### config.mk
export PLATFORM = sky130hd
export DESIGN_NAME = kmwf_queue
export DESIGN_NICKNAME = d
export VERILOG_FILES = /design/src/rtl/core/kmwf_pkg.sv /design/src/rtl/core/kmwf_queue.sv
export SDC_FILE = /design/constraint.sdc
export NUM_CORES = 1
export LEC_CHECK = 0
export BUFFER_PORTS_ARGS = -buffer_cell sky130_fd_sc_hd__buf_2
export CAP_MARGIN = 20
export CORE_UTILIZATION = 49
export CTS_CLUSTER_SIZE = 10
export DETAILED_ROUTE_END_ITERATION = 7
export PLACE_DENSITY = 0.79
export SLEW_MARGIN = 20
export SYNTH_ARGS = -nofsm -noshare
export SYNTH_HDL_FRONTEND = slang
export SYNTH_SLANG_ARGS = --single-unit
export TNS_END_PERCENT = 30
### constraint.sdc
create_clock -name clk -period 1.7 [get_ports clk]
set_input_delay 0.34 -clock clk [delete_from_list [all_inputs] [get_ports clk]]
set_output_delay 0.34 -clock clk [all_outputs]
set_load 0.01 [all_outputs]
### src/rtl/core/kmwf_pkg.sv
`default_nettype none

package kmwf_pkg;

  // fixed field widths
  localparam int ID_W   = 13;
  localparam int CELL_W = 12;
  localparam int CFG_W  = 7;
  localparam int CFG_IDX_W = 1;

  // union-find rank field
  localparam int RANK_W = 4;
  localparam logic [RANK_W-1:0] RANK_INIT = 4'd1;
  localparam logic [RANK_W-1:0] RANK_TOP  = 4'd15;

  // default grid limits
  localparam int DEF_MAX_ROWS = 64;
  localparam int DEF_MAX_COLS = 64;

  // register indexes
  localparam logic [CFG_IDX_W-1:0] REG_ROWS = 1'd0;
  localparam logic [CFG_IDX_W-1:0] REG_COLS = 1'd1;

  // register reset values
  localparam logic [CFG_W-1:0] ROWS_RST = 7'd8;
  localparam logic [CFG_W-1:0] COLS_RST = 7'd8;

  // depth of the queue between decoder and union-find engine
  localparam int QUEUE_DEPTH = 2;

endpackage

`default_nettype wire

### src/rtl/core/kmwf_queue.sv
`default_nettype none

module kmwf_queue #(
  parameter int WIDTH = 8,
  parameter int DEPTH = kmwf_pkg::QUEUE_DEPTH
) (
  input  wire logic             clk,
  input  wire logic             rst_n,
  input  wire logic             push,
  input  wire logic [WIDTH-1:0] wr_data,
  input  wire logic             pop,
  output logic      [WIDTH-1:0] rd_data,
  output logic                  full,
  output logic                  empty
);

  localparam int PW = (DEPTH > 1) ? $clog2(DEPTH) : 1;

  logic [WIDTH-1:0] mem_r [DEPTH];
  logic [PW-1:0]    wp_r, wp_nxt;
  logic [PW-1:0]    rp_r, rp_nxt;
  logic [PW:0]      cnt_r, cnt_nxt;
  logic             do_push, do_pop;

  assign full    = (cnt_r == (PW+1)'(DEPTH));
  assign empty   = (cnt_r == '0);
  assign do_push = push && !full;
  assign do_pop  = pop && !empty;
  assign rd_data = mem_r[rp_r];

  always_comb begin
    wp_nxt  = wp_r;
    rp_nxt  = rp_r;
    cnt_nxt = cnt_r;
    if (do_push) wp_nxt = (wp_r == PW'(DEPTH - 1)) ? '0 : wp_r + PW'(1);
    if (do_pop) rp_nxt = (rp_r == PW'(DEPTH - 1)) ? '0 : rp_r + PW'(1);
    if (do_push && !do_pop) cnt_nxt = cnt_r + (PW+1)'(1);
    else if (do_pop && !do_push) cnt_nxt = cnt_r - (PW+1)'(1);
  end

  always_ff @(posedge clk) begin
    if (!rst_n) begin
      wp_r  <= '0;
      rp_r  <= '0;
      cnt_r <= '0;
    end else begin
      wp_r  <= wp_nxt;
      rp_r  <= rp_nxt;
      cnt_r <= cnt_nxt;
    end
  end

  always_ff @(posedge clk) begin
    if (do_push) mem_r[wp_r] <= wr_data;
  end

endmodule

`default_nettype wire

# [Word-level counts from Yosys, hierarchy flattened]
# Memories as Yosys holds them, arrays and structs flattened. A register that Yosys moved wholly into a read port is not among the register bits.
# Index checks and enable logic that the tools add are counted.
[word_totals] ff_bits=4 word_cells=27 latchBits=0 out_inout_bits=10 memories=1 mem_bits_rw=16 input_bits=12 rom_bits=0
[op_classes] muxes=8 magnitude_cmp=0 addsub=4 bitwise=0 n_reduce_logical=10 shift=0 n_mul=0 n_eq_ne=1 div_mod_pow=0
[memory_table] memory="mem_r" depth=2 width=8 read_ports=1 rd_clocked_by_memory_dff=1 wr=1 line="kmwf_queue.sv:19" source="logic [WIDTH-1:0] mem_r [DEPTH];"
[op_table] op="$mux W1" n=6
[op_table] op="$logic_and A1 B1 Y1" n=4
[op_table] op="$logic_not A1 Y1" n=4
[op_table] op="$mux W2" n=2
[op_table] op="$add A1 B1 Y1 const B" n=2
[op_table] op="$add A2 B1 Y2 const B" n=1
[op_table] op="$eq A2 B2 Y1 const B" n=1
[op_table] op="$logic_not A2 Y1" n=1
[op_table] op="$reduce_bool A2 Y1" n=1
[op_table] op="$sub A2 B1 Y2 const B" n=1

# [Longest topological paths before layout]
# Gate-level depths: netlist of run 1.
[logic_depth] depth_word=7 ltp_mapped=7 mapped_depth_nobuf=7

# [Worst setup path before layout of run 1]
# No wires, ideal clock.
[synth_timing] kind="register to register" start="register cnt_r[0]" end="register cnt_r[1]" setup_ns=0.070 required_ns=1.630 path_slack_ns=0.229 synth_period_minus_slack_ns=1.471 arrival_time_ns=1.401 n_path_buf=0 path_stages_with_launch=7 cell_sequence="dfxtp_1 > nand2b_1 > inv_2 > nor2_1 > ha_1 > or3_1 > a21boi_1"
[synth_via] elab_chain_len=6 word_cells_on_any_way=15 classes_between="add/sub: 2; eq/ne: 1; mux: 2; reduce/logical: 10"
[synth_lines] item="start, declared" line="kmwf_queue.sv:22" source="logic [PW:0] cnt_r, cnt_nxt;"
[synth_lines] item="start signal, assigned" line="kmwf_queue.sv:49" source="cnt_r <= cnt_nxt;"
[synth_lines] item="$eq A2 B2 Y1 (*)" line="kmwf_queue.sv:25" source="assign full = (cnt_r == (PW+1)'(DEPTH));"
[synth_lines] item="via full" line="kmwf_queue.sv:13" source="output logic full,"
[synth_lines] item="$logic_not A1 Y1 (*)" line="kmwf_queue.sv:27" source="assign do_push = push && !full;"
[synth_lines] item="$logic_and A1 B1 Y1 (*)" line="kmwf_queue.sv:27"
[synth_lines] item="$logic_not A1 Y1" line="kmwf_queue.sv:38" source="else if (do_pop && !do_push) cnt_nxt = cnt_r - (PW+1)'(1);"
[synth_lines] item="$logic_and A1 B1 Y1" line="kmwf_queue.sv:38"
[synth_lines] item="$reduce_bool A2 Y1 (no source line)"
# Mark *: on every way through the listed nets, which the timed path passes. The rest lies on a longest branch. The select of a mux whose other input is x is not followed.
# A chain may end at the register's enable or synchronous reset.

==> results of run 1 <==
## cells in the mapped netlist
cell	n	area (µm²)
mux2_2	8	90.1
o21ai_0	1	5.00
xnor2_1	2	17.5
nor3_2	1	10.0
ha_1	1	12.5
and3_1	1	6.26
inv_2	1	3.75
or3_1	1	6.26
a21boi_1	1	7.51
buf_2	1	5.00
inv_1	1	3.75
o21ai_1	1	5.00
dfxtp_1	5	100
xor2_1	1	8.76
edfxtp_1	16	480
and2_1	3	18.8
nor2_1	2	7.51
nand2b_1	1	6.26
a21boi_0	1	7.51
o21a_1	1	7.51
## state kept, by name, indices dropped and copies added (netlist names), named ones only
name,cells
cnt_r,2
rp_r,1
wp_r,1
mem_r,16
## layer usage
layer,vias up,global-route usage
met5,-,0
met2,11,0.276
met1,223,0.164
li1,234,-
met4,0,0.0938
met3,2,0.0259
## critical path, delay by kind of cell (launching register included)
family	cells	cell delay (ns)
muxes	1	0.36
DFF	1	0.45
buffers and inverters	1	0.15
## power breakdown
part | switching [mW] | total (mW) | internal (mW)
Combinational | 0.209 | 0.440 | 0.230
Sequential | 0.0667 | 0.724 | 0.657
Clock | 0.135 | 0.227 | 0.0912
## logic make-up (layout without fill, tap and decap cells)
kind of cell    Yosys count  after routing  synth area share
buf+inv                   3             28            0.0154
mux                       8              8             0.111
compound gates            5              5            0.0402
flops                    21             21             0.717
fa+ha+maj                 1              1            0.0155
xor+xnor                  3              3            0.0325
simple gates              9              9            0.0680
## layout make-up
class / instances / area (µm²)
tap: 16 / 20.0
multi-input combinational: 26 / 216
clock buffer: 4 / 26.3
sequential: 21 / 582
inverter: 2 / 7.51
fill: 125 / 559
timing repair buffer: 22 / 113
## through the flow
step / hold WS, ns / area, µm²
detailed placement: 0.531 / 937
global route: 0.207 / 965
finish: 0.231 / 965
CTS: 0.215 / 965
floorplan: 0.439 / 810
global placement: 0.508 / 937
## timing repair
action / CTS / global route
setup endpoints to repair: 8 / 0
hold buffers: 0 / 0
gates resized for setup: 1 / 0
## worst max-delay path by stage
stage | end | slack (ns)
after global routing | cnt_r[1] | 0.02
after global placement | cnt_r[1] | 0.22
final | rd_data[3] | 0.11
after CTS | rd_data[3] | 0.08
after detailed placement | cnt_r[1] | 0.13
after floorplan | cnt_r[1] | 0.23
==> qor.yml, run 1 <==
global_routing:
  grt_pass1_vias: 484
  grt_antenna_before_repair: 0
  grt_pass1_wl_um: 1930
  grtUsageTotal: 0.154
  grt_overflow: 0
  grt_max_degree: 12
sta:
  setup_viol: 0
  max_slew.worst_pin.slew_ns: 0.392
  slew_headroom: 0.739
  max_freq_mhz: 628
  fin_skew_ns: 0.00481
  final-hold-violation-count: 0
  setup_tns_ns: 0
  post-route-period-util: 0.937
  finalMaxSlewViolations: 0
  period_needed_ns: 1.59
  rsz0062_at_grt: "no"
  setup_ws_ns: 0.107
die:
  die_area_mm2: 0.00182
  die_w_um: 42.6
  boundaryPins: 22
  start_util: 0.531
  coreArea_mm2: 0.00152
  die_h_um: 42.6
  fp-row-count: 14
place:
  post-place-cells: 87
  io_buffers: 21
  pre_cts_ws_ns: 0.131
  gp_congestion: 0.654
yosys:
  netlist_area_um2: 810
  synth_cells: 50
  yosysSeqAreaShare: 0.717
  synthDistinctLibCells: 20
  syn_nets: 63
  syn_area_per_cell_um2: 16.2
  ys_ff_latch: 21
  ys_warn_count: 0
drt:
  drc: 0
  met1Wirelength_um: 503
  drtIter0Drc: 9
  viasPerCell: 5.16
  drtAntennaViolNets: 0
  wl_met3_um: 43
  met2_length_um: 661
  avgRoutedWirePerCell_um: 13.3
  wirelength_um: 1210
  first_pass_iters: 2
  top_layer: "met4"
  vias: 470
cts:
  cts_buffer_depth: 2
  cts_tree: "yes"
  clk_latency_ns: 0.29
  cts_buffers: 3
  cts.sinks: 21
  post-cts-setup-buffers: 0
  path_clk_slew_ns: 0.11
  root_buffer: "clkbuf_4"
  htree_levels: 1
critical_path:
  cp.required_ns: 1.36
  crit_chain: "mux2_2, buf_2"
  r2r_setup_slack_ns: 0.12
  crit_path_end_kind: "output pin"
  arrival_ns: 1.25
  rr_startpoint: "cnt_r[0]"
  max_stage_delay_ns: 0.45
  reg2reg_to: "cnt_r[1]"
  slowest_stage: "dfxtp_2"
  cp_max_fo: 8
  start_kind: "flip-flop"
  ff2ff_path_depth: 6
  critPathKind: "reg -> out"
power:
  power.leakage_nw: 0.384
  ir_drop_mv: 0.958
  power.total_mw: 1.39
  pwr_density_cell_mw_per_mm2: 1440
min_path:
  hold_depth: 1
  worstHoldPathType: "in -> reg"
  holdCritStartpoint: "wr_data[3]"
  whs_endpoint: "mem_r[1][3]"
finish:
  fin_cells: 91
  post-route-util: 0.633
  nets: 89
  final_common_cell: "buf_2"
  synthToLayoutAreaGrowth_pct: 19.2
  antennaDiodeCount: 0
  layout_common_cells: "21 x buf_2, 16 x edfxtp_1, 8 x mux2_2, 4 x dfxtp_1"
  drive_gt1_frac: 0.480
flow_run:
  drv_cap: 0
status:
  outcome: "complete, no violations"
(Power assumes the default switching activity.)
==> run 2, diff against run 1 <==
--- a/config.mk
+++ b/config.mk
@@ -7,7 +7,9 @@
 export LEC_CHECK = 0
 export BUFFER_PORTS_ARGS = -buffer_cell sky130_fd_sc_hd__buf_2
 export CAP_MARGIN = 20
-export CORE_UTILIZATION = 49
+export CELL_PAD_IN_SITES_DETAIL_PLACEMENT = 0
+export CELL_PAD_IN_SITES_GLOBAL_PLACEMENT = 2
+export CORE_UTILIZATION = 34
 export CTS_CLUSTER_SIZE = 10
 export DETAILED_ROUTE_END_ITERATION = 7
 export PLACE_DENSITY = 0.79
==> qor.yml, run 2 (same netlist as run 1, synthesis figures left out) <==
finish:
  regMostFlops: "mem_r"
  fin_area_um2: 981  # +1.7%
  layout_common_cells: "21 x buf_2, 16 x edfxtp_1, 8 x mux2_2, 4 x dfxtp_1"
  largest_reg_flops: 16  # unchanged
  post-route-util: 0.439  # -0.194
  antennaDiodeCount: 0  # unchanged
  nets: 89  # unchanged
  final_common_cell: "buf_2"
  biggestRegsByFlops: "mem_r (16), cnt_r (2)"
  nFillCells: 210  # +68%
  synthToLayoutAreaGrowth_pct: 21.2
  drive_gt1_frac: 0.493  # +0.0133
sta:
  rsz0062_at_grt: "no"
  post-route-period-util: 0.930  # -0.00706
  slew_headroom: 0.755  # +0.0159
  setup_tns_ns: 0  # unchanged
  max_freq_mhz: 633  # +0.76%
  final-hold-violation-count: 0  # unchanged
  finalMaxSlewViolations: 0  # unchanged
  fin_skew_ns: 0.000872  # -0.00394 ns
  max_slew.worst_pin.slew_ns: 0.368  # -0.0238 ns
  period_needed_ns: 1.58  # -0.0120 ns
  whs_ns: 0.229  # -0.00215 ns
  setup_viol: 0  # unchanged
global_routing:
  grt_pass1_wl_um: 1770  # -8.3%
  grt_antenna_before_repair: 0  # unchanged
  grt_max_degree: 13  # +1
  grtUsageTotal: 0.0972  # -0.0564
  grt_pass1_vias: 397  # -18%
  grt_overflow: 0  # unchanged
drt:
  drtAntennaViolNets: 0  # unchanged
  drc: 0  # unchanged
  avgRoutedWirePerCell_um: 10.9  # -18%
  drtIter0Drc: 3  # -6
  first_pass_iters: 4  # +2
  wirelength_um: 1120  # -7.7%
  viasPerCell: 4.43  # -14%
  vias: 456  # -3.0%
critical_path:
  critPathKind: "reg -> out"
  slowest_stage: "dfxtp_2"
  arrival_ns: 1.24  # about the same
  ff2ff_path_depth: 6  # unchanged
  max_stage_delay_ns: 0.45  # about the same
  crit_path_end_kind: "output pin"
  cp_max_fo: 8  # unchanged
  cp.depth: 2  # unchanged
  cp_num_buf_inv: 1  # unchanged
  r2r_setup_slack_ns: 0.13  # about the same
  rr_startpoint: "cnt_r[0]"
  cp.required_ns: 1.36  # about the same
  reg2reg_to: "cnt_r[1]"
  crit_chain: "mux2_2, buf_2"
  start_kind: "flip-flop"
  crit_family: "flip-flops"
place:
  place_area_um2: 952  # +1.6%
  gp_congestion: 0.625  # -4.4%
  io_buffers: 21  # unchanged
die:
  die_area_mm2: 0.00258  # +42%
  boundaryPins: 22  # unchanged
  start_util: 0.362  # -0.169
  die_h_um: 50.8  # +19%
  die_w_um: 50.8  # +19%
  fp-row-count: 17  # +3
  coreArea_mm2: 0.00223  # +47%
cts:
  cts_tree: "yes"
  path_clk_slew_ns: 0.11  # about the same
  root_buffer: "clkbuf_4"
  cts.sinks: 21  # unchanged
  cts_hold_buf: 0  # unchanged
  clk_latency_ns: 0.29  # about the same
  cts_buffers: 3  # unchanged
  htree_levels: 1  # unchanged
  cts_buffer_depth: 2  # unchanged
flow_run:
  drv_cap: 0  # unchanged
min_path:
  worstHoldPathType: "in -> reg"
  holdCritStartpoint: "wr_data[7]"
  whs_endpoint: "mem_r[0][7]"
  hold_depth: 1  # unchanged
power:
  ir_drop_mv: 0.644  # -33%
  p_comb_frac: 0.311  # -0.005
  power.switching_mw: 0.408  # -0.78%
  pwr_density_cell_mw_per_mm2: 1410  # -2.2%
  power.leakage_nw: 0.387  # +0.71%
  cell_internal_pwr_mw: 0.974  # -0.43%
  clkPwrFrac: 0.164  # about the same
  share_seq_of_total_power: 0.525  # +0.004
  power.total_mw: 1.38  # -0.53%
  switching_share: 0.295  # -0.000736
status:
  outcome: "complete, no violations"
[run 2: cell count changes in the layout (fill, tap and decap cells not counted)]
cell	before	now
clkbuf_1	1	0
clkinv_2	0	1
[run 2: repair_timing]
item | in CTS | in global routing
setup buffers | 0 | 0
resized for setup | 1 | 0
setup endpoints to repair | 8 | 0
[run 2: cell type report]
| cell class | count | area, µm² | share of cell area |
|---|---|---|---|
| flip-flops and latches | 21 | 582 | 0.593 |
| multi-input cells | 26 | 216 | 0.221 |
| repair buffers | 22 | 113 | 0.115 |
| well taps | 28 | 35.0 | 0.0357 |
| clock buffers | 3 | 22.5 | 0.0230 |
| inverters | 2 | 7.51 | 0.00765 |
| clock inverters | 1 | 5.00 | 0.00510 |
[run 2: per-stage QoR]
| stage | setup slack [ns] | std cells |
|---|---|---|
| floorplan | 0.229 | 50 |
| global placement | 0.198 | 99 |
| detailed placement | 0.151 | 99 |
| CTS | 0.0963 | 103 |
| global route | 0.0170 | 103 |
| finish | 0.119 | 103 |
[run 2: how the worst max path moves through the flow]
stage	from	endpoint
2_1_floorplan	cnt_r[0]	cnt_r[1]
3_3_place_gp	cnt_r[0]	cnt_r[1]
3_5_place_dp	cnt_r[0]	cnt_r[1]
4_1_cts	flip-flop	rd_data[5]
5_1_grt	cnt_r[0]	cnt_r[1]
6_report	flip-flop	rd_data[7]
[run 2: layer usage]
metal	wire, µm	GRT usage	share of wire	vias to the layer above
li1	-	-	-	233
met3	53	0.0273	0.047	2
met2	505	0.142	0.45	13
met4	5	0.0417	0.0045	0
met1	557	0.134	0.50	208
met5	0	0	0	-
[run 2: power groups by stage]
stage | Clock (mW) | Sequential (mW) | Combinational, mW
floorplan | 0 | 0.700 | 0.325
global placement | 0 | 0.732 | 0.433
detailed placement | 0 | 0.736 | 0.435
CTS | 0.237 | 0.727 | 0.437
global route | 0.258 | 0.743 | 0.483
finish | 0.227 | 0.725 | 0.430
