**src/rtl/core/kmwf_pkg.sv**
```systemverilog
`default_nettype none

package kmwf_pkg;

  // fixed field widths
  localparam int ID_W   = 13;
  localparam int CELL_W = 12;
  localparam int CFG_W  = 7;
  localparam int CFG_IDX_W = 1;

  // union-find rank field
  localparam int RANK_W = 4;
  localparam logic [RANK_W-1:0] RANK_INIT = 4'd1;
  localparam logic [RANK_W-1:0] RANK_TOP  = 4'd15;

  // default grid limits
  localparam int DEF_MAX_ROWS = 64;
  localparam int DEF_MAX_COLS = 64;

  // register indexes
  localparam logic [CFG_IDX_W-1:0] REG_ROWS = 1'd0;
  localparam logic [CFG_IDX_W-1:0] REG_COLS = 1'd1;

  // register reset values
  localparam logic [CFG_W-1:0] ROWS_RST = 7'd8;
  localparam logic [CFG_W-1:0] COLS_RST = 7'd8;

  // depth of the queue between decoder and union-find engine
  localparam int QUEUE_DEPTH = 2;

endpackage

`default_nettype wire

```
**src/rtl/core/kmwf_front.sv**
```systemverilog
`default_nettype none

module kmwf_front #(
  parameter int MAX_ROWS = kmwf_pkg::DEF_MAX_ROWS,
  parameter int MAX_COLS = kmwf_pkg::DEF_MAX_COLS,
  localparam int SLOTS = MAX_ROWS * MAX_COLS,
  localparam int AW = $clog2(SLOTS),
  localparam int EW = 3 * AW + 1
) (
  input  wire logic                           clk,
  input  wire logic                           rst_n,
  input  wire logic                           cfg_we,
  input  wire logic [kmwf_pkg::CFG_IDX_W-1:0] cfg_index,
  input  wire logic [kmwf_pkg::CFG_W-1:0]     cfg_data,
  input  wire logic                           in_valid,
  output logic                                in_ready,
  input  wire logic [kmwf_pkg::ID_W-1:0]      in_wall_id,
  input  wire logic                           clear_busy,
  input  wire logic                           q_full,
  output logic                                q_push,
  output logic      [EW-1:0]                  q_data
);

  localparam int CFG_W = kmwf_pkg::CFG_W;
  localparam int ID_W  = kmwf_pkg::ID_W;
  localparam int NW    = AW + 1;
  localparam int WW    = (ID_W > NW) ? ID_W : NW;
  localparam int PW    = 2 * CFG_W;
  localparam int CNT_W = $clog2(AW);

  localparam logic [2:0] F_IDLE = 3'd0;
  localparam logic [2:0] F_DIM  = 3'd1;
  localparam logic [2:0] F_DEC  = 3'd2;
  localparam logic [2:0] F_DIV  = 3'd3;
  localparam logic [2:0] F_PUSH = 3'd4;

  logic [2:0]       st_r, st_nxt;
  logic [CFG_W-1:0] rows_r, rows_nxt;
  logic [CFG_W-1:0] cols_r, cols_nxt;
  logic [ID_W-1:0]  id_r, id_nxt;
  logic [CFG_W-1:0] colsc_r, colsc_nxt;
  logic [NW-1:0]    n_r, n_nxt;
  logic [AW-1:0]    h_r, h_nxt;
  logic [CFG_W-1:0] rem_r, rem_nxt;
  logic [CNT_W-1:0] cnt_r, cnt_nxt;
  logic [AW-1:0]    c1_r, c1_nxt;
  logic [AW-1:0]    c2_r, c2_nxt;
  logic             bad_r, bad_nxt;

  logic [CFG_W-1:0] rows_c, cols_c;
  logic [WW-1:0]    id_w, n_w, col_w, h_w;
  logic [CFG_W:0]   trial;
  logic [CFG_W-1:0] rem_new;

  // clamp grid registers into the supported range
  always_comb begin
    if (rows_r == '0) rows_c = CFG_W'(1);
    else if (int'(rows_r) > MAX_ROWS) rows_c = CFG_W'(MAX_ROWS);
    else rows_c = rows_r;
    if (cols_r == '0) cols_c = CFG_W'(1);
    else if (int'(cols_r) > MAX_COLS) cols_c = CFG_W'(MAX_COLS);
    else cols_c = cols_r;
  end

  assign id_w  = WW'(id_r);
  assign n_w   = WW'(n_r);
  assign col_w = WW'(colsc_r);
  assign h_w   = id_w - n_w;

  // one remainder bit per cycle
  assign trial   = {rem_r, h_r[AW-1]};
  assign rem_new = (trial >= {1'b0, colsc_r}) ? CFG_W'(trial - {1'b0, colsc_r})
                                              : CFG_W'(trial);

  always_comb begin
    rows_nxt  = rows_r;
    cols_nxt  = cols_r;
    st_nxt    = st_r;
    id_nxt    = id_r;
    colsc_nxt = colsc_r;
    n_nxt     = n_r;
    h_nxt     = h_r;
    rem_nxt   = rem_r;
    cnt_nxt   = cnt_r;
    c1_nxt    = c1_r;
    c2_nxt    = c2_r;
    bad_nxt   = bad_r;
    in_ready  = 1'b0;
    q_push    = 1'b0;

    if (cfg_we) begin
      case (cfg_index)
        kmwf_pkg::REG_ROWS: rows_nxt = cfg_data;
        kmwf_pkg::REG_COLS: cols_nxt = cfg_data;
        default: ;
      endcase
    end

    case (st_r)
      F_IDLE: begin
        in_ready = !clear_busy;
        if (in_valid && !clear_busy) begin
          id_nxt = in_wall_id;
          st_nxt = F_DIM;
        end
      end
      F_DIM: begin
        n_nxt     = NW'(PW'(rows_c) * PW'(cols_c));
        colsc_nxt = cols_c;
        st_nxt    = F_DEC;
      end
      F_DEC: begin
        c1_nxt  = '0;
        c2_nxt  = '0;
        bad_nxt = 1'b1;
        st_nxt  = F_PUSH;
        if (id_w < n_w) begin
          // wall to the cell below
          if (id_w < n_w - col_w) begin
            c1_nxt  = AW'(id_w);
            c2_nxt  = AW'(id_w + col_w);
            bad_nxt = 1'b0;
          end
        end else if (h_w < n_w) begin
          // wall to the right: find the column first
          h_nxt   = AW'(h_w);
          c1_nxt  = AW'(h_w);
          rem_nxt = '0;
          cnt_nxt = '0;
          bad_nxt = 1'b0;
          st_nxt  = F_DIV;
        end
      end
      F_DIV: begin
        rem_nxt = rem_new;
        h_nxt   = h_r << 1;
        cnt_nxt = cnt_r + CNT_W'(1);
        if (cnt_r == CNT_W'(AW - 1)) begin
          if (rem_new == colsc_r - CFG_W'(1)) begin
            bad_nxt = 1'b1;
            c1_nxt  = '0;
            c2_nxt  = '0;
          end else begin
            c2_nxt = c1_r + AW'(1);
          end
          st_nxt = F_PUSH;
        end
      end
      F_PUSH: begin
        q_push = !q_full;
        if (!q_full) st_nxt = F_IDLE;
      end
      default: st_nxt = F_IDLE;
    endcase
  end

  assign q_data = {bad_r, AW'(n_r - NW'(1)), c2_r, c1_r};

  always_ff @(posedge clk) begin
    if (!rst_n) begin
      st_r   <= F_IDLE;
      rows_r <= kmwf_pkg::ROWS_RST;
      cols_r <= kmwf_pkg::COLS_RST;
    end else begin
      st_r   <= st_nxt;
      rows_r <= rows_nxt;
      cols_r <= cols_nxt;
    end
  end

  always_ff @(posedge clk) begin
    id_r    <= id_nxt;
    colsc_r <= colsc_nxt;
    n_r     <= n_nxt;
    h_r     <= h_nxt;
    rem_r   <= rem_nxt;
    cnt_r   <= cnt_nxt;
    c1_r    <= c1_nxt;
    c2_r    <= c2_nxt;
    bad_r   <= bad_nxt;
  end

  a_no_take_in_clear: assert property (@(posedge clk) disable iff (!rst_n)
    clear_busy |-> !in_ready)
    else $error("item taken during table clear");

  a_bad_cells_zero: assert property (@(posedge clk) disable iff (!rst_n)
    (q_push && bad_r) |-> (c1_r == '0 && c2_r == '0))
    else $error("bad wall pushed with nonzero cells");

endmodule

`default_nettype wire

```
**config.mk**
```make
export PLATFORM = sky130hd
export DESIGN_NAME = kmwf_front
export DESIGN_NICKNAME = d
export VERILOG_FILES = /design/src/rtl/core/kmwf_pkg.sv /design/src/rtl/core/kmwf_front.sv
export SDC_FILE = /design/constraint.sdc
export NUM_CORES = 1
export LEC_CHECK = 0
export BUFFER_PORTS_ARGS = -buffer_cell sky130_fd_sc_hd__buf_2
export CELL_PAD_IN_SITES_DETAIL_PLACEMENT = 1
export CELL_PAD_IN_SITES_GLOBAL_PLACEMENT = 1
export CORE_ASPECT_RATIO = 0.8
export CORE_MARGIN = 5
export CORE_UTILIZATION = 35
export DETAILED_ROUTE_END_ITERATION = 8
export MAX_ROUTING_LAYER = met4
export PLACE_DENSITY = 0.67
export SLEW_MARGIN = 25
export SYNTH_ARGS = -nofsm -noshare
export SYNTH_HDL_FRONTEND = slang
export SYNTH_SLANG_ARGS = --single-unit
```
**constraint.sdc**
```tcl
create_clock -name clk -period 6.1 [get_ports clk]
set_input_delay 0.61 -clock clk [delete_from_list [all_inputs] [get_ports clk]]
set_output_delay 0.61 -clock clk [all_outputs]
set_load 0.005 [all_outputs]
```
==> results of run 1 <==
-- per-layer routing --
metal	global-route usage, %
met5	-
met1	22.8
met2	26.5
met4	3.34
met3	3.84
-- stage by stage --
step / cells / hold slack (ps) / cell area, um2 / worst slack [ps] / utilization [%]
global placement: 1172 / 476 / 8510 / 1230 / 38.2
CTS: 1188 / 419 / 8780 / 1070 / 39.5
detailed placement: 1172 / 482 / 8510 / 1080 / 38.2
global route: 1189 / 416 / 8790 / 670 / 39.5
floorplan: 814 / 444 / 7830 / 1500 / -
-- cells by family after synthesis --
group                    count (synthesis)  share of synthesized area, %
AO/OA/AOI/OAI                          147                          12.1
XOR/XNOR                                78                          8.90
adder cells (fa/ha/maj)                120                          21.8
buffers and inverters                   98                          4.79
flip-flops                              98                          35.4
multiplexers                            15                          2.03
AND/OR/NAND/NOR                        258                          15.0
==> results, run 1 <==
- The flow did not finish.
- The run ended at detailed routing (5_2_route).
- The first error in the log reads "[ERROR DRT-0255] Maze Route cannot find path of net clk in worker of routeBox ( 144900 0 ) ( 177250 48300 )".
- The number of clock buffers inserted by TritonCTS is 9.
- In this run the count of I/O pins placed on the die edge is 66.
- The total of hold buffers inserted after clock tree synthesis is 0.
- The tree is rooted in a sky130_fd_sc_hd__clkbuf_16.
- The number of synthesis warnings is 0.
- The total routing resource utilization after global routing is 17.0%.
- Among all flip-flop cells after synthesis, the most frequent one is sky130_fd_sc_hd__edfxtp_1.
- The width of the chip is 177 um.
- The half-perimeter wire length after placement is 16,900 um.
- The standard-cell row count is 49.
- The count of port buffers added during placement is 65.
- The mean post-synth cell area is 9.62 um2.
- The maximum buffer depth of the clock tree is 2.
- The part of the Yosys area used for sequential elements is 35.4%.
- In this run the cell area of the synthesized design comes to 0.00783 mm2.
- The post-synthesis sequential element count is 98.
- The starting density of the core is 35.2%.
- Once the clock tree was built, the resizer swapped 0 gates to a different size.
- The leading area contributor after synthesis is sky130_fd_sc_hd__edfxtp_1.
- Counting instances in the post-synthesis netlist gives the leading cell types as sky130_fd_sc_hd__ha_1 (93), sky130_fd_sc_hd__nand2_1 (92), sky130_fd_sc_hd__edfxtp_1 (81).
- The number of global-route vias before repair was 6,119.
- In this run the number of H-tree levels came out at 3.
- The number of nets in the synthesized netlist is 961.
- Summed over its instances, the top area cell type makes up 31.1% of the synthesized netlist area.
- Yosys attributes the largest share of cell area to sky130_fd_sc_hd__edfxtp_1 (31%), sky130_fd_sc_hd__ha_1 (15%), sky130_fd_sc_hd__fa_1 (6.9%), sky130_fd_sc_hd__xnor2_1 (6.4%), sky130_fd_sc_hd__nand2_1 (4.4%).
- Once the clock tree was built, the setup fixing pass inserted 0 buffers.
- The synthesized netlist cell count is 814.
- In the synthesized netlist the async set-or-reset flop fraction comes to 0%.
- The number of antenna violations at the first check in global routing is 1.
- Counting distinct cell types in the post-synthesis netlist gives 51.
- The largest net degree at the start of global routing is 26.
- At the end of routability-driven placement, the weighted congestion stood at 0.882.
- The overall overflow remaining after global route is 0.
- In the post-synthesis netlist, the cell with the most instances is sky130_fd_sc_hd__ha_1.
- The number of sinks handled by clock tree synthesis is 98.
- The count of flip-flops with a built-in enable after synthesis is 81.
- The vertical die dimension is 144 um.
- The global-route wire length before repair is 33,000 um.
==> run 2, diff against run 1 <==
- CELL_PAD_IN_SITES_DETAIL_PLACEMENT: 1 -> unset
- CELL_PAD_IN_SITES_GLOBAL_PLACEMENT: 1 -> unset
- CORE_ASPECT_RATIO: 0.8 -> unset
- CORE_UTILIZATION: 35 -> 20
- MAX_ROUTING_LAYER: met4 -> unset
- PLACE_DENSITY: 0.67 -> unset
- PLACE_DENSITY_LB_ADDON: unset -> 0.15
==> results, run 2 <==
- The flow ran to the end, and the final reports show no timing, DRC or antenna violations.
- Of the cells placed in the final design, the portion with a size suffix greater than 1 is 12.0%.
- Global routing consumed, on the met1 layer, 13.2% of the routing resources.
- The finished layout holds 1,405 standard cells, fillers aside.
- The number of pins exceeding their max-slew limit in the final report came to 0.
- The total length of routed wires is 21,200 um.
- Sorting the synthesized cells by area gives the leading types as sky130_fd_sc_hd__edfxtp_1 (31%), sky130_fd_sc_hd__ha_1 (15%), sky130_fd_sc_hd__fa_1 (6.9%), sky130_fd_sc_hd__xnor2_1 (6.4%), sky130_fd_sc_hd__nand2_1 (4.4%).
- Once layout is done, the placed cells without fillers occupy 0.00910 mm2.
- The mean post-synth cell area is 9.62 um2.
- From synthesis to final layout, the design area changed by 16.2%.
- OpenSTA, run right after detailed placement, puts the worst setup slack at 1140 ps.
- In this run, synthesis inferred 81 flip-flops with an integrated enable.
- The number of antenna diodes in the final layout is 0.
- Global routing used 9.95% of the available tracks.
- The library cell contributing the largest single delay on the critical path is sky130_fd_sc_hd__fa_1.
- The clock-pin slew on the worst setup and hold paths is 80 ps.
- In the final routed layout, each cell accounts on average for 15.1 um.
- Counting every sink on the clock net gives 98.
- The global-route track usage on met2 is 17.0%.
- Dividing the detail-routed via count by the number of cells gives 4.05.
- The overall overflow remaining after global route is 0.
- The register-to-register path setup slack is 1120 ps.
- For this run, the detailed router's first-pass iteration total came to 4.
- The path class of the lowest-slack min-delay path is input port to register.
- The number of endpoints with negative hold slack in the final report came to 0.
- The final estimated routing congestion in global placement is 0.801.
- Subtracting the final worst setup slack from the clock period gives 4980 ps.
- For the final database, setup skew stands at 10.9 ps.
- In this run, post-CTS repair resized a total of 0 instances.
- Leaving out fill and tap cells, the most frequent cell in the layout is sky130_fd_sc_hd__ha_1.
- For this run, the number of Yosys warnings is 0.
- The part of the Yosys area used for sequential elements is 35.4%.
- By startpoint and endpoint, the worst setup path is classified as register to register.
- Ranked by instance count, the synthesized netlist is headed by sky130_fd_sc_hd__ha_1 (93), sky130_fd_sc_hd__nand2_1 (92), sky130_fd_sc_hd__edfxtp_1 (81).
- The maximum buffer depth of the clock tree is 2.
- Setup violations remaining at the end of the flow were counted as 0.
- TritonCTS built the clock tree.
- STA classifies the critical path endpoint as a register.
- The post-layout net count is 1,029.
- The met3 track utilization from global routing is 2.08%.
- For this run, asynchronously set or reset flops after synthesis account for 0%.
- The global routing stage identified its most utilized layer as met2.
- The number of antenna violations at the first check in global routing is 0.
- In the routed design, unresolved DRC markers number 0.
- The leading area contributor after synthesis is sky130_fd_sc_hd__edfxtp_1.
- The startpoint type of the worst setup path is a register.
- The most common cell in the synthesized netlist is sky130_fd_sc_hd__ha_1.
- The most frequently used flop master after synthesis is sky130_fd_sc_hd__edfxtp_1.
- In this run the remaining antenna-violating nets after routing total 0.
- The synthesized netlist cell count is 814.
- The first global-routing pass estimated 34,200 um of wire.
- Entering global routing, the biggest net connects 26 pins.
- In the final layout, the registers with the most flip-flops are id_r: 13 flops, n_r: 13 flops.
- The vertical die dimension is 208 um.
- The library cells used most frequently in the layout, excluding fill and tap cells, are sky130_fd_sc_hd__ha_1 (93), sky130_fd_sc_hd__nand2_1 (92), sky130_fd_sc_hd__edfxtp_1 (81).
- Total power for the finished layout comes to 2.03 mW.
- STA puts the critical path data arrival time at 5090 ps.
- The number of clock buffers inserted by TritonCTS is 9.
- The number of different library cells used by synthesis comes to 51.
- The root buffer cell chosen for the clock tree is sky130_fd_sc_hd__clkbuf_16.
- VDD sags by at most 0.000132 V.
- The die covers 0.0432 mm2.
- After floorplanning, the core was divided into 72 placement rows.
- The total of hold buffers inserted after clock tree synthesis is 0.
- The I/O pin total is 66.
- The achievable frequency is 201 MHz.
- After the first detailed-routing iteration, the DRC count stood at 218.
- The core region is 0.0387 mm2.
- In this run, synthesis produced a sequential element count of 98.
- The worst relative slew slack is 47.9%.
- CTS built an H-tree with a depth of 3.
- Setup repair after global routing left no endpoint under its margin.
- When the netlist entered floorplanning its net count stood at 961.
- The required time at the endpoint of the critical path is 6210 ps.
- The share of the synthesized area in the top cell type is 31.1%.
- The power density normalized to cell area is 223 mW/mm2.
- The cell area reported after detailed placement is 0.00881 mm2.
- The critical-path maximum fanout is 15.
- At the pin with the least slew margin, the transition time is 779 ps.
- The starting density of the core is 20.2%.
- Counting tap cells, the placed design contains a total of 1,389 instances.
- The via total after detailed routing is 5,692.
- In this run the horizontal extent of the chip is 208 um.
- The leakage power total is 3.94 nW.
- Traced cell by cell, the critical path runs through inv_1 -> o21ai_1 -> nor2_1 -> fa_1 -> inv_1 -> fa_1 -> fa_1 -> inv_1 -> fa_1 -> ha_1 -> inv_1 -> o21bai_1 -> a21oi_1 -> o21ai_0 -> a21o_1 -> a21oi_1 -> xnor2_1.
- In this run the cell area of the synthesized design comes to 0.00783 mm2.
- The portion of the clock cycle consumed by the worst path in the final layout is 81.6%.
- The later-pin clock latency in the skew report is 360 ps.
- The number of setup buffers added after CTS is 0.
- The number of global-route vias before repair is 6,108.
- The half-perimeter wire length after placement is 17,700 um.
- The total negative setup slack is 0 ps.
- The slack of the critical path is 1120 ps.
- The count of max-cap constraint violations is 0.
- On the worst path, the slowest cell contributes a delay of 550 ps.
- The count of buffers added on input and output ports is 65.
## run 2: kinds of logic after synthesis
| logic type | share of synthesized area, % |
|---|---|
| and+or+nand+nor | 15.0 |
| AOI/OAI and AO/OA | 12.1 |
| adders and majority gates | 21.8 |
| buffers and inverters | 4.79 |
| DFF | 35.4 |
| xor gates and xnor gates | 8.90 |
| muxes | 2.03 |
## run 2: report_power, final
part	internal (mW)	total [mW]	switching (mW)
registers	0.783	0.824	0.0415
clock network	0.290	0.581	0.291
logic	0.267	0.621	0.354
total	1.34	2.03	0.687
## run 2: routing by layer
layer	wire length, um	vias up
met5	0	-
met3	538	5
met4	115	0
li1	-	2948
met2	10300	53
met1	10200	2686
## run 2: through the flow
step                utilization [%]  hold WS [ps]
floorplan                         -           444
global placement               22.7           481
detailed placement             22.7           493
CTS                            23.5           406
global route                   23.5           400
finish                         23.5           425
## run 2: layout make-up
cell class / instances / area (um2)
fill: 4296 / 29600
tap: 518 / 648
multi-input combinational: 618 / 4690
inverter: 80 / 300
sequential: 98 / 2770
clock inverter: 7 / 67.6
timing repair buffer: 75 / 400
clock buffer: 9 / 225
## run 2: final timing paths
check / startpoint / to / cells past startpoint
max: rows_r[6]$_SDFFE_PN0P_ / n_r[12]$_DFFE_PP_ / 17
min: in_wall_id[3] / id_r[3]$_DFFE_PP_ / 1
max reg2reg: rows_r[6]$_SDFFE_PN0P_ / n_r[12]$_DFFE_PP_ / 17
min reg2reg: cols_r[0]$_SDFFE_PN0P_ / cols_r[0]$_SDFFE_PN0P_ / 2
## run 2: worst max-delay path, delay by kind of cell, from the launching register on
family | cells | cell delay, ps
adder cells (fa/ha/maj) | 5 | 2410
AND/OR/NAND/NOR | 1 | 130
flip-flops | 1 | 470
AO/OA/AOI/OAI | 6 | 1210
XOR/XNOR | 1 | 80
buffers and inverters | 4 | 420
Note: power is estimated with default switching activity, not from simulation.
==> run 3, diff against run 2 <==
- clock period: 6.1 -> 4.3 ns (I/O delays scaled with it)
==> results, run 3 (same netlist as run 2, synthesis figures left out) <==
- The later-pin clock latency in the skew report is 370 ps.
- The number of setup violations in the final report is 2.
- The number of antenna violations at the first check in global routing came to 0.
- The area growth from synthesis to layout is 26.4%.
- The capture endpoint of the worst hold path is id_r[8]$_DFFE_PP_.
- TritonCTS built the clock tree.
- The count of port buffers added during placement is 65.
- During I/O placement, the number of pins put on the boundary was 66.
- For the pin with the worst max-slew slack, the measured transition is 804 ps.
- Max-cap violations in this run came to 0.
- The library cells used most frequently in the layout, excluding fill and tap cells, are sky130_fd_sc_hd__nand2_1 (92), sky130_fd_sc_hd__ha_1 (90), sky130_fd_sc_hd__edfxtp_1 (81).
- The number of pins exceeding their max-slew limit in the final report is 0.
- The largest net degree at the start of global routing is 26.
- Headroom to the max-slew limit came out at 46.3%.
- Summed over all layers, the global routing overflow is 0.
- The worst register-to-register path has a setup slack of -60 ps.
- The beginning of the critical path is rows_r[1]$_SDFFE_PN0P_.
- In this run the critical register-to-register path is captured at n_r[11]$_DFFE_PP_.
- The number of sinks handled by clock tree synthesis is 98.
- The critical register-to-register path startpoint is rows_r[1]$_SDFFE_PN0P_.
- The repair_antennas step left the layout with diodes totalling 0.
- The remaining antenna violation count after routing is 0.
- The starting density of the core is 20.2%.
- The library cell used as clock root buffer is sky130_fd_sc_hd__clkbuf_16.
- The total routing resource utilization after global routing is 10.3%.
- Routability-driven placement finished with a final weighted congestion of 0.771.
- The standard-cell row count is 72.
- The maximum buffer depth of the clock tree is 2.
- The critical path is of the register to register type.
- The final critical path time including I/O delays and setup is 4360 ps.
- The total length of routed wires is 22,300 um.
- In the finished design, the share of the clock period the worst path needs comes to 101%.
- Together, buffers and inverters on the worst path number 3.
- The first global-routing pass estimated 35,000 um of wire.
- The number of endpoints with negative hold slack in the final report came to 0.
- The via total after detailed routing is 5,982.
- Leaving out fill and tap cells, the most frequent cell in the layout is sky130_fd_sc_hd__nand2_1.
- The number of DRC markers in iteration 0 is 188.
- The largest registers in the layout are id_r: 13 flops, n_r: 13 flops.
- From left edge to right edge, the die measures 208 um.
- The die covers 0.0432 mm2.
- The number of cells traversed by the worst register-to-register path is 17.
- The final worst hold slack is 231 ps.
- The largest single stage delay on the critical path is 540 ps.
- On the final layout, the worst clock skew is 16.2 ps.
- The depth of the critical timing path with buffers and inverters included is 17.
- The tightest min-delay check is of the input port to register type.
- In the routed layout, each cell is associated on average with a via count of 4.05.
- The vertical die dimension is 208 um.
- The cell type with the highest occurrence count on the critical path is sky130_fd_sc_hd__fa_1.
- The critical path goes through or4_4 -> nor2_4 -> o21ai_2 -> nor2_2 -> fa_1 -> inv_2 -> fa_1 -> fa_1 -> inv_2 -> fa_1 -> ha_4 -> buf_4 -> a21oi_4 -> o21ai_2 -> a21o_1 -> a21oi_2 -> xnor2_1.
- In the post-route analysis, the smallest setup slack over all paths is -55.1 ps.
- The area of the core is 0.0387 mm2.
- The number of search-and-repair iterations in the first detailed-routing pass is 4.
- Overall power consumption after layout is estimated at 3.04 mW.
- At the worst endpoint, the required time is 4430 ps.
- IR analysis of the VDD net gives a maximum drop of 0.000190 V.
- The library cell contributing the largest single delay on the critical path is sky130_fd_sc_hd__fa_1.
- The clock-pin slew on the worst setup and hold paths is 80 ps.
- After legalization and detailed placement, the total HPWL measured 18,500 um.
- Clock tree synthesis inserted a total of 9 buffers.
- The proportion of layout cells with a drive suffix above 1 is 22.0%.
- For this design the ratio of total power to cell area is 307 mW/mm2.
- STA classifies the critical path startpoint as a register.
- The flow ran to the end, but the final reports show violations.
- The worst path arrival time is 4480 ps.
- Setup repair after global routing could not meet its margin everywhere.
- The layout filler cell count is 4,256.
- Dividing the detail-routed wire length by the instance count gives 15.1 um.
- Adding up every negative setup slack in the final design gives -82.1 ps.
- Among cell families on the critical path, the largest total delay comes from adder cells.
- The startpoint identified for the worst hold timing path is in_wall_id[8].
- Along the worst path, the maximum fanout reaches 2.
- Along the worst hold path, the cell count comes to 1.
- The number of global-route vias before repair is 6,228.
- The H-tree was split into 3 levels.
- The final reports fail on setup timing.
- The fraction of the core area covered by cells at the end of the flow is 25.5%.
- In this run the static leakage power is 4.34 nW.
- For this run, the post-layout net count is 1,102.
- After detailed routing, the number of remaining DRC violations is 0.
- The total of hold buffers inserted after clock tree synthesis is 0.
- The worst setup path is captured at a register.
- The achievable frequency is 230 MHz.
-- run 3: stage by stage --
stage | area [um2] | worst slack, ps | std cells
after floorplan | 7860 | -135 | 814
after global placement | 9410 | -210 | 1459
after detailed placement | 9410 | -234 | 1459
after CTS | 9730 | -110 | 1475
after global routing | 9900 | -254 | 1478
final | 9900 | -55.1 | 1478
-- run 3: worst max path at each step --
stage / endpoint / slack, ps
floorplan: n_r[12]$_DFFE_PP_ / -130
global placement: n_r[12]$_DFFE_PP_ / -210
global route: n_r[12]$_DFFE_PP_ / -250
finish: n_r[11]$_DFFE_PP_ / -60
CTS: n_r[12]$_DFFE_PP_ / -110
detailed placement: n_r[12]$_DFFE_PP_ / -230
-- run 3: worst register-to-register path: stages, from the launching register on --
cell and delay, ps:
sky130_fd_sc_hd__dfxtp_2 320, sky130_fd_sc_hd__or4_4 540, sky130_fd_sc_hd__nor2_4 90, sky130_fd_sc_hd__o21ai_2 70, sky130_fd_sc_hd__nor2_2 100, sky130_fd_sc_hd__fa_1 430
sky130_fd_sc_hd__inv_2 70, sky130_fd_sc_hd__fa_1 430, sky130_fd_sc_hd__fa_1 510, sky130_fd_sc_hd__inv_2 40, sky130_fd_sc_hd__fa_1 540, sky130_fd_sc_hd__ha_4 210
sky130_fd_sc_hd__buf_4 140, sky130_fd_sc_hd__a21oi_4 150, sky130_fd_sc_hd__o21ai_2 70, sky130_fd_sc_hd__a21o_1 190, sky130_fd_sc_hd__a21oi_2 140, sky130_fd_sc_hd__xnor2_1 90
-- run 3: where the power goes --
part	switching, mW	total, mW	internal (mW)
registers	0.0474	1.16	1.11
logic	0.556	1.05	0.491
clock network	0.425	0.833	0.409
total	1.03	3.04	2.01
-- run 3: cell type report --
cell class              instances  area, um2  share of cell area, %
repair buffers                148       1020                   10.4
clock buffers                  10        229                   2.31
flip-flops and latches         98       2770                   28.0
clock inverters                 6       57.6                  0.582
inverters                      80        300                   3.03
multi-input cells             618       4860                   49.1
well taps                     518        648                   6.55
-- run 3: repair_timing --
action                                  in CTS  in global routing
gates cloned                                 0                  2
gates resized for setup                      7                 27
buffers inserted                             0                  2
pin swaps                                   12                 16
endpoints found under the setup margin      33                 56
-- run 3: metal layers --
| metal | part of all wire, % | track usage (%) | vias to the layer above |
|---|---|---|---|
| li1 | - | - | 3096 |
| met1 | 48 | 13.8 | 2806 |
| met2 | 48 | 17.5 | 68 |
| met3 | 2.2 | 1.81 | 12 |
| met4 | 0.92 | 2.13 | 0 |
| met5 | 0 | 0 | - |
==> run 4, diff against run 3 <==
- SKIP_CTS_REPAIR_TIMING: unset -> 1
==> results, run 4 (same netlist as run 2, synthesis figures left out) <==
- Using the TritonRoute via totals, the vias-per-cell ratio works out to 4.05.
- The relative contribution of sequential cells to total power is 38.2%.
- The final reports fail on setup timing.
- The run finished, with violations left.
- The path class of the lowest-slack min-delay path is input port to register.
- The number of remaining DRC errors is 0.
- The final critical path time including I/O delays and setup is 4390 ps.
- The capture instance of the worst register-to-register path is n_r[12]$_DFFE_PP_.
- The actual slew at the worst max-slew pin is 798 ps.
- Grouping stages by cell kind, the critical path spends the most delay in adder cells.
- The number of pins exceeding their max-slew limit in the final report is 0.
- Derived from the worst setup path, the maximum achievable clock frequency is 228 MHz.
- The leakage power total is 4.34 nW.
- The critical path goes through or4_4 -> nor2_4 -> o21ai_2 -> nor2_2 -> fa_1 -> inv_2 -> fa_1 -> fa_1 -> inv_2 -> fa_1 -> ha_4 -> inv_2 -> o21bai_4 -> a21oi_2 -> o21ai_2 -> a21o_1 -> a21oi_2 -> xnor2_1.
- The number of setup violations in the final report is 2.
- The layout filler cell count is 4,256.
- The register-to-register path setup slack is -90 ps.
- Cells fill 25.5% of the core in the end.
- The start-to-end type of the worst setup path is register to register.
- The number of inserted diodes is 0.
- The number of sinks handled by clock tree synthesis is 98.
- The cell count after placement is 1,459.
- The maximum vdd ir drop is 0.000189 V.
- Among all stages on the critical path, the largest delay is contributed by sky130_fd_sc_hd__fa_1.
- The later-pin clock latency in the skew report is 370 ps.
- The overall overflow remaining after global route is 0.
- Internal power comes to 2.01 mW.
- The via total after detailed routing is 5,980.
- The width of the chip is 208 um.
- In this run the tightest slew margin relative to its limit is 46.7%.
- The worst setup path is captured at a register.
- The number of endpoints with negative hold slack in the final report is 0.
- The number of global-route vias before repair came to 6,217.
- The startpoint type of the worst setup path is a register.
- The initialized floorplan defines 72 standard-cell rows.
- The clock tree from TritonCTS is yes.
- The depth of the critical timing path with buffers and inverters included is 18.
- The critical-path maximum fanout is 2.
- Entering global routing, the biggest net connects 26 pins.
- After clock tree synthesis, the clock-pin slew on the worst setup and hold paths is 80 ps.
- The beginning of the critical path is rows_r[2]$_SDFFE_PN0P_.
- In this run the power spent charging and discharging nets is 1.02 mW.
- The wire-length estimate of the detail-placed layout is 18,500 um.
- The proportion of layout cells with a drive suffix above 1 is 22.0%.
- The region available for standard cell placement spans 0.0387 mm2.
- Before antenna repair, the detailed router went through 4 iterations.
- Setup repair after global routing could not meet its margin everywhere.
- Once detail routing completed, the nets flagged for antenna violations numbered 0.
- The required time at the endpoint of the critical path is 4420 ps.
- By instance count, the cell type seen most on the critical path is sky130_fd_sc_hd__fa_1.
- The total routing resource utilization after global routing is 10.3%.
- The destination of the critical timing path is n_r[12]$_DFFE_PP_.
- In the final layout, the registers with the most flip-flops are id_r: 13 flops, n_r: 13 flops.
- For this block, the initial DRC count from the detailed router was 193.
- The average wire length per cell after detail routing is 15.1 um.
- The fraction of power spent switching nets is 33.8%.
- The longest clock path from root to sink contains 2 buffers.
- The slack of the critical path is -93.5 ps.
- Port buffering added 65 buffers.
- The number of clock buffers inserted by TritonCTS is 9.
- The die is 208 um tall.
- The most common cell after layout, fill and taps aside is sky130_fd_sc_hd__nand2_1.
- The cell area reported after detailed placement is 0.00941 mm2.
- The count of max-cap constraint violations is 0.
- The power density normalized to cell area is 307 mW/mm2.
- The global-route wire length before repair is 35,000 um.
- The library cells used most frequently in the layout, excluding fill and tap cells, are sky130_fd_sc_hd__nand2_1 (92), sky130_fd_sc_hd__ha_1 (90), sky130_fd_sc_hd__edfxtp_1 (81).
- CTS built an H-tree with a depth of 3.
- Of the total power, the clock network draws 27.4%.
- The library cell used as clock root buffer is sky130_fd_sc_hd__clkbuf_16.
- The finished layout cell area is 0.00989 mm2.
- In this design, the stage delay of the slowest critical-path cell is 580 ps.
- Clock skew on the completed layout was measured at 16.6 ps.
- The number of antenna violations at the first check in global routing is 0.
- The part of the total power dissipated in combinational logic is 34.5%.
- The post-layout net count is 1,102.
- Data arrives at the worst endpoint at 4510 ps.
- In the final layout, the multi-input gates occupy 0.00486 mm2.
- The total length of routed wires is 22,300 um.
- The power after layout is 3.03 mW.
- The die area is 0.0432 mm2.
- The portion of the clock cycle consumed by the worst path in the final layout is 102%.
- Counting both buffers and inverters, the worst setup path holds a total of 3.
- The critical register-to-register path startpoint is rows_r[2]$_SDFFE_PN0P_.
- From synthesis to final layout, the design area changed by 26.3%.
- The number of cells traversed by the worst register-to-register path is 18.
- The number of cells in the finished layout apart from fillers is 1,478.
- The I/O pin total is 66.
- Once the floorplan was initialized, standard cells occupied 20.2% of the core.
- Setup total negative slack on the finished layout was measured at -146 ps.
- At the end of routability-driven placement, the weighted congestion stood at 0.771.
- Summing all flip-flop and latch instances after layout gives 0.00277 mm2.
[run 4: cell counts in the layout (fill, tap and decap cells not counted)]
Identical to the previous run, type by type.
[run 4: routing by layer]
metal	GRT usage [%]	up-vias	part of all wire, %
met3	1.81	14	2.4
met4	2.13	0	1.0
li1	-	3098	-
met5	0	-	0
met2	17.5	69	49
met1	13.7	2799	48
[run 4: layout make-up]
class / count / share of cell area, %
tap: 518 / 6.55
clock inverter: 6 / 0.582
sequential: 98 / 28.0
multi-input combinational: 618 / 49.1
timing repair buffer: 148 / 10.4
inverter: 80 / 3.04
clock buffer: 10 / 2.32
[run 4: how the worst min path moves through the flow]
stage | start | cells after the start | slack [ps] | endpoint
6_report | in_wall_id[8] | 1 | 230 | id_r[8]$_DFFE_PP_
4_1_cts | in_wall_id[6] | 1 | 210 | id_r[6]$_DFFE_PP_
2_1_floorplan | cols_r[0]$_SDFFE_PN0P_ | 2 | 440 | cols_r[0]$_SDFFE_PN0P_
3_5_place_dp | cols_r[0]$_SDFFE_PN0P_ | 2 | 470 | cols_r[0]$_SDFFE_PN0P_
3_3_place_gp | cols_r[0]$_SDFFE_PN0P_ | 2 | 470 | cols_r[0]$_SDFFE_PN0P_
5_1_grt | in_wall_id[6] | 1 | 210 | id_r[6]$_DFFE_PP_
[run 4: through the flow]
step | hold slack (ps) | setup slack [ps]
2_1_floorplan | 444 | -135
4_1_cts | 210 | -231
6_report | 231 | -93.5
3_5_place_dp | 470 | -234
3_3_place_gp | 467 | -210
5_1_grt | 210 | -328
[run 4: power by group through the flow]
stage | clock network [mW] | logic, mW | registers (mW)
2_1_floorplan | 0 | 0.663 | 1.16
3_3_place_gp | 0 | 1.02 | 1.18
3_5_place_dp | 0 | 1.01 | 1.18
4_1_cts | 0.868 | 1.02 | 1.16
5_1_grt | 0.917 | 1.19 | 1.17
6_report | 0.830 | 1.05 | 1.16
